**src/rtl/svbb_pkg.sv**
```systemverilog
// ----------------------------------------------------------------------------
// svbb_pkg: shared types and helpers of the skinned vertex bounding box
// Holds the queue word format, the operation codes and the saturation helper.
// ----------------------------------------------------------------------------
package svbb_pkg;

  localparam int unsigned MaxBonesDef = 64;

  typedef enum logic [1:0] {
    OP_WRITE  = 2'd0,
    OP_VERTEX = 2'd1,
    OP_REPORT = 2'd2,
    OP_NONE   = 2'd3
  } op_e;

  typedef struct packed {
    op_e                op;
    logic [5:0]         bone;
    logic [3:0]         elem;
    logic signed [31:0] value;
    logic signed [31:0] pos_x;
    logic signed [31:0] pos_y;
    logic signed [31:0] pos_z;
    logic [31:0]        indices;
    logic [63:0]        weights;
  } cmd_t;

  localparam logic signed [65:0] S32Max = 66'sd2147483647;
  localparam logic signed [65:0] S32Min = -66'sd2147483648;

  function automatic logic signed [31:0] sat32(input logic signed [65:0] v);
    logic signed [31:0] r;
    if (v > S32Max) begin
      r = 32'sh7fffffff;
    end else if (v < S32Min) begin
      r = 32'sh80000000;
    end else begin
      r = v[31:0];
    end
    return r;
  endfunction

endpackage

```
**src/rtl/svbb_front.sv**
```systemverilog
// ----------------------------------------------------------------------------
// svbb_front: request intake
// Accepts words, drops those that have no effect and queues the rest.
// ----------------------------------------------------------------------------
module svbb_front #(
  parameter int unsigned MAX_BONES = svbb_pkg::MaxBonesDef
) (
  input  logic                clk_i,
  input  logic                rst_ni,
  input  logic                in_valid_i,
  output logic                in_stall_o,
  input  svbb_pkg::cmd_t      in_cmd_i,
  output logic                cmd_valid_o,
  output svbb_pkg::cmd_t      cmd_o,
  input  logic                cmd_pop_i
);
  import svbb_pkg::*;

  cmd_t       fifo_q [2];
  logic       wr_ptr_q, wr_ptr_d;
  logic       rd_ptr_q, rd_ptr_d;
  logic [1:0] cnt_q, cnt_d;
  logic       keep;
  logic       push;
  logic       pop;

  assign in_stall_o  = (cnt_q == 2'd2);
  assign keep        = (in_cmd_i.op == OP_VERTEX) || (in_cmd_i.op == OP_REPORT) ||
                       ((in_cmd_i.op == OP_WRITE) &&
                        ({3'b000, in_cmd_i.bone} < 9'(MAX_BONES)));
  assign push        = in_valid_i && !in_stall_o && keep;
  assign pop         = cmd_pop_i && (cnt_q != 2'd0);
  assign cmd_valid_o = (cnt_q != 2'd0);
  assign cmd_o       = fifo_q[rd_ptr_q];

  always_comb begin
    wr_ptr_d = push ? !wr_ptr_q : wr_ptr_q;
    rd_ptr_d = pop ? !rd_ptr_q : rd_ptr_q;
    cnt_d    = cnt_q + {1'b0, push} - {1'b0, pop};
  end

  always_ff @(posedge clk_i or negedge rst_ni) begin
    if (!rst_ni) begin
      wr_ptr_q <= 1'b0;
      rd_ptr_q <= 1'b0;
      cnt_q    <= 2'd0;
    end else begin
      wr_ptr_q <= wr_ptr_d;
      rd_ptr_q <= rd_ptr_d;
      cnt_q    <= cnt_d;
    end
  end

  always_ff @(posedge clk_i) begin
    if (push) begin
      fifo_q[wr_ptr_q] <= in_cmd_i;
    end
  end

endmodule

```
**config.mk**
```make
export PLATFORM = sky130hd
export DESIGN_NAME = svbb_front
export DESIGN_NICKNAME = d
export VERILOG_FILES = /design/src/rtl/svbb_pkg.sv /design/src/rtl/svbb_front.sv
export SDC_FILE = /design/constraint.sdc
export NUM_CORES = 1
export LEC_CHECK = 0
export BUFFER_PORTS_ARGS = -buffer_cell sky130_fd_sc_hd__buf_4
export CORE_MARGIN = 1.5
export CORE_UTILIZATION = 30
export DETAILED_ROUTE_END_ITERATION = 12
export GPL_ROUTABILITY_DRIVEN = 0
export SLEW_MARGIN = 20
export SYNTH_ARGS = -nofsm -noshare
export SYNTH_HDL_FRONTEND = slang
export SYNTH_SLANG_ARGS = --single-unit
```
**constraint.sdc**
```tcl
create_clock -name clk_i -period 29.6 [get_ports clk_i]
set_input_delay 0 -clock clk_i [delete_from_list [all_inputs] [get_ports clk_i]]
set_output_delay 0 -clock clk_i [all_outputs]
set_load 0.005 [all_outputs]
```
==> flow_metrics.tcl <==
set metrics [dict create \
    grt_max_degree 169 \
    combPwrFrac_pct 28.6 \
    cp_data_required_time_ns 29.60 \
    syn_area_sq_um 17400 \
    synth_seq_cells 476 \
    place_area_sq_um 21700 \
    p_leak_nw 9.51 \
    yosys_warnings 0 \
    cts_buffers 51 \
    fin_area_sq_um 25700 \
    p_sw_mw 0.569 \
    drive_gt1_share_pct 51.7 \
    wl_microns 39600 \
    dp_hpwl_microns 24600 \
    end_kind "output pin" \
    finalSetupTns_ns 0 \
    die_y_microns 244 \
    seq_area_frac_synth_pct 82.1 \
    dr_total_vias 9720 \
    routed_via_density 4.20 \
    startpoint_type "flop" \
    p_clk_share_pct 28.7 \
    busiest_layer "met2" \
    grt_pass1_wl_microns 59800 \
    cp_num_buf_inv 3 \
    worstPathMaxFanout 68 \
    num_rows 88 \
    post_cts_buffers 0 \
    port-buffer-count 477 \
    fin_cells 2314 \
    cts_root_buf "clkbuf_16" \
    cts_tree "yes" \
    max_slew_margin_pct 30.8 \
    switching_share_pct 26.3 \
    outcome "finished, final reports clean" \
    cts_hold_buffers 240 \
    drv_cap 0 \
    start_util_pct 30.2 \
    syn_nets 995 \
    cts_num_sinks 476 \
    grt.met2_usage_pct 22.7 \
    intPower_mw 1.59 \
    worst_clock_skew_ns 0.0176 \
    seqPwrFrac_pct 42.7 \
    grtUsageMet1_pct 14.6 \
    first_pass_iters 4 \
    h-tree-depth 2 \
    cp_common_cell "buf_4" \
    insertion_delay_ns 0.58 \
    power.density_nw_per_um2 84.0 \
    tightest_slew_ns 1.04 \
    period_share_pct 13.0 \
    clkSlewWorstSetupHoldPaths_ns 0.06 \
    fin_nets 1748 \
    period_minus_slack_ns 3.86 \
    crit_family "buffers and inverters" \
    total_power_mw 2.16 \
    avgSynthCellArea_sq_um 23.1 \
    fin_util_pct 44.8 \
    cts_resized 0 \
    fp.dieArea_sq_um 59400 \
    syn_to_final_growth_pct 48.0 \
    slowest_stage "dfrtp_4" \
    syn-instance-count 753 \
    die_w_microns 244 \
    grt_pass1_vias 10612 \
    arrival_ns 3.86 \
    cts_buffer_depth 3 \
    drv_slew 0 \
    worstPathCellList "buf_4, buf_4, mux2_2, buf_4" \
    setup_violations 0 \
    critPathKind "reg -> out" \
    ant_nets 0 \
    core_sq_um 57500 \
    wire_per_inst_microns 17.1 \
    synth_cell_types 15 \
    rsz0062_at_grt "no" \
    maxClockFrequency_ghz 0.259 \
    grt_use_met3_pct 4.55 \
    cp_slowest_stage_delay_ns 0.99 \
    ir_drop_mv 0.0544 \
    drtIter0Drc 362 \
    drc 0 \
    grt_overflow_total 0 \
    hold_violations 0 \
    grt.total_usage_pct 12.9 \
    placedCellCount 1978 \
    hold_path.class "in -> reg" \
    antenna_found_initial 3 \
    io_pins 478 \
]
per-stage QoR:
stage               hold WS, ns  worst slack [ns]
global placement         -0.189             25.86
global route              0.109             25.47
finish                    0.145             25.74
detailed placement       -0.189             25.87
floorplan                -0.296             18.21
CTS                      0.0991             25.56
cells by family after synthesis:
logic type | after synthesis | synth area share [%]
buffers and inverters | 28 | 2.00
flip-flops | 476 | 82.1
multiplexers | 236 | 15.3
adder cells (fa/ha/maj) | 2 | 0.144
XOR/XNOR | 4 | 0.202
AND/OR/NAND/NOR | 7 | 0.216
state kept, by name (all words and copies together), names as in the netlist:
| signal | flops |
|---|---|
| rd_ptr_q | 1 |
| cnt_q | 2 |
| wr_ptr_q | 1 |
| fifo_q | 472 |
placed cells by master, fill, tap and decap left out:
master         instances
mux2_2               236
clkinv_4               3
dlygate4sd3_1        240
ha_1                   2
edfxtp_1             472
clkbuf_16             53
buf_12                 1
diode_2                1
nor2_4                 2
or2_2                  1
xnor2_1                3
xor2_1                 1
nor2b_1                1
clkbuf_1               8
inv_1                  2
clkinv_2               8
dfrtp_4                1
clkinv_1              12
clkinvlp_4             4
bufinv_16              4
inv_8                  1
nand2_1                1
inv_6                  2
nand3b_1               1
and2_1                 1
buf_4                485
dfrtp_1                3
cell usage after synthesis, drive strengths merged:
master | number | area (sq um)
edfxtp | 472 | 14200
mux2 | 236 | 2660
clkbuf | 19 | 262
buf | 7 | 78.8
dfrtp | 4 | 100
xnor2 | 3 | 26.3
ha | 2 | 25.0
inv | 2 | 7.51
nor2 | 2 | 7.51
and2 | 1 | 6.26
nand2 | 1 | 3.75
nand3b | 1 | 7.51
nor2b | 1 | 6.26
or2 | 1 | 6.26
xor2 | 1 | 8.76
final timing paths:
check	from	endpoint	slack, ns	cells past startpoint
setup / recovery	rd_ptr_q$_DFFE_PN0P_	cmd_o[26]	25.74	4
hold / removal	in_cmd_i[24]	fifo_q[0][24]$_DFFE_PP_	0.15	2
setup reg to reg	cnt_q[1]$_DFF_PN0_	fifo_q[1][158]$_DFFE_PP_	25.92	6
hold reg to reg	cnt_q[1]$_DFF_PN0_	cnt_q[1]$_DFF_PN0_	0.49	1
max in group asynchronous	rst_ni	rd_ptr_q$_DFFE_PN0P_	29.01	3
min in group asynchronous	rst_ni	wr_ptr_q$_DFFE_PN0P_	0.39	3
worst register-to-register path, cell delays in order (launching register included):
cell,delay (ns)
dfrtp_1,0.39
nor2b_1,0.14
nand3b_1,0.31
nor2_4,0.15
buf_4,0.60
buf_4,0.72
buf_4,0.91
cell type report:
| class | count | area (sq um) |
|---|---|---|
| Tap cell | 765 | 957 |
| Sequential cell | 476 | 14300 |
| Multi-Input combinational cell | 249 | 2770 |
| Clock buffer | 61 | 1360 |
| Antenna cell | 1 | 2.50 |
| Inverter | 2 | 7.51 |
| Clock inverter | 34 | 290 |
| Timing Repair Buffer | 726 | 6060 |
| Fill cell | 4987 | 31800 |
power groups by stage:
stage / sequential [mW] / clock (mW) / combinational [mW]
final: 0.923 / 0.619 / 0.618
after global routing: 0.935 / 0.665 / 0.664
after CTS: 0.925 / 0.642 / 0.632
after detailed placement: 0.939 / 0 / 0.601
after global placement: 0.933 / 0 / 0.602
after floorplan: 0.964 / 0 / 0.332
routing by layer:
layer  vias to the layer above  wire (microns)
met5                         -              28
met4                         4            1020
met3                        71            3120
met2                       342           20300
met1                      4770           15100
li1                       4533               -
Note: power is estimated with default switching activity, not from simulation.
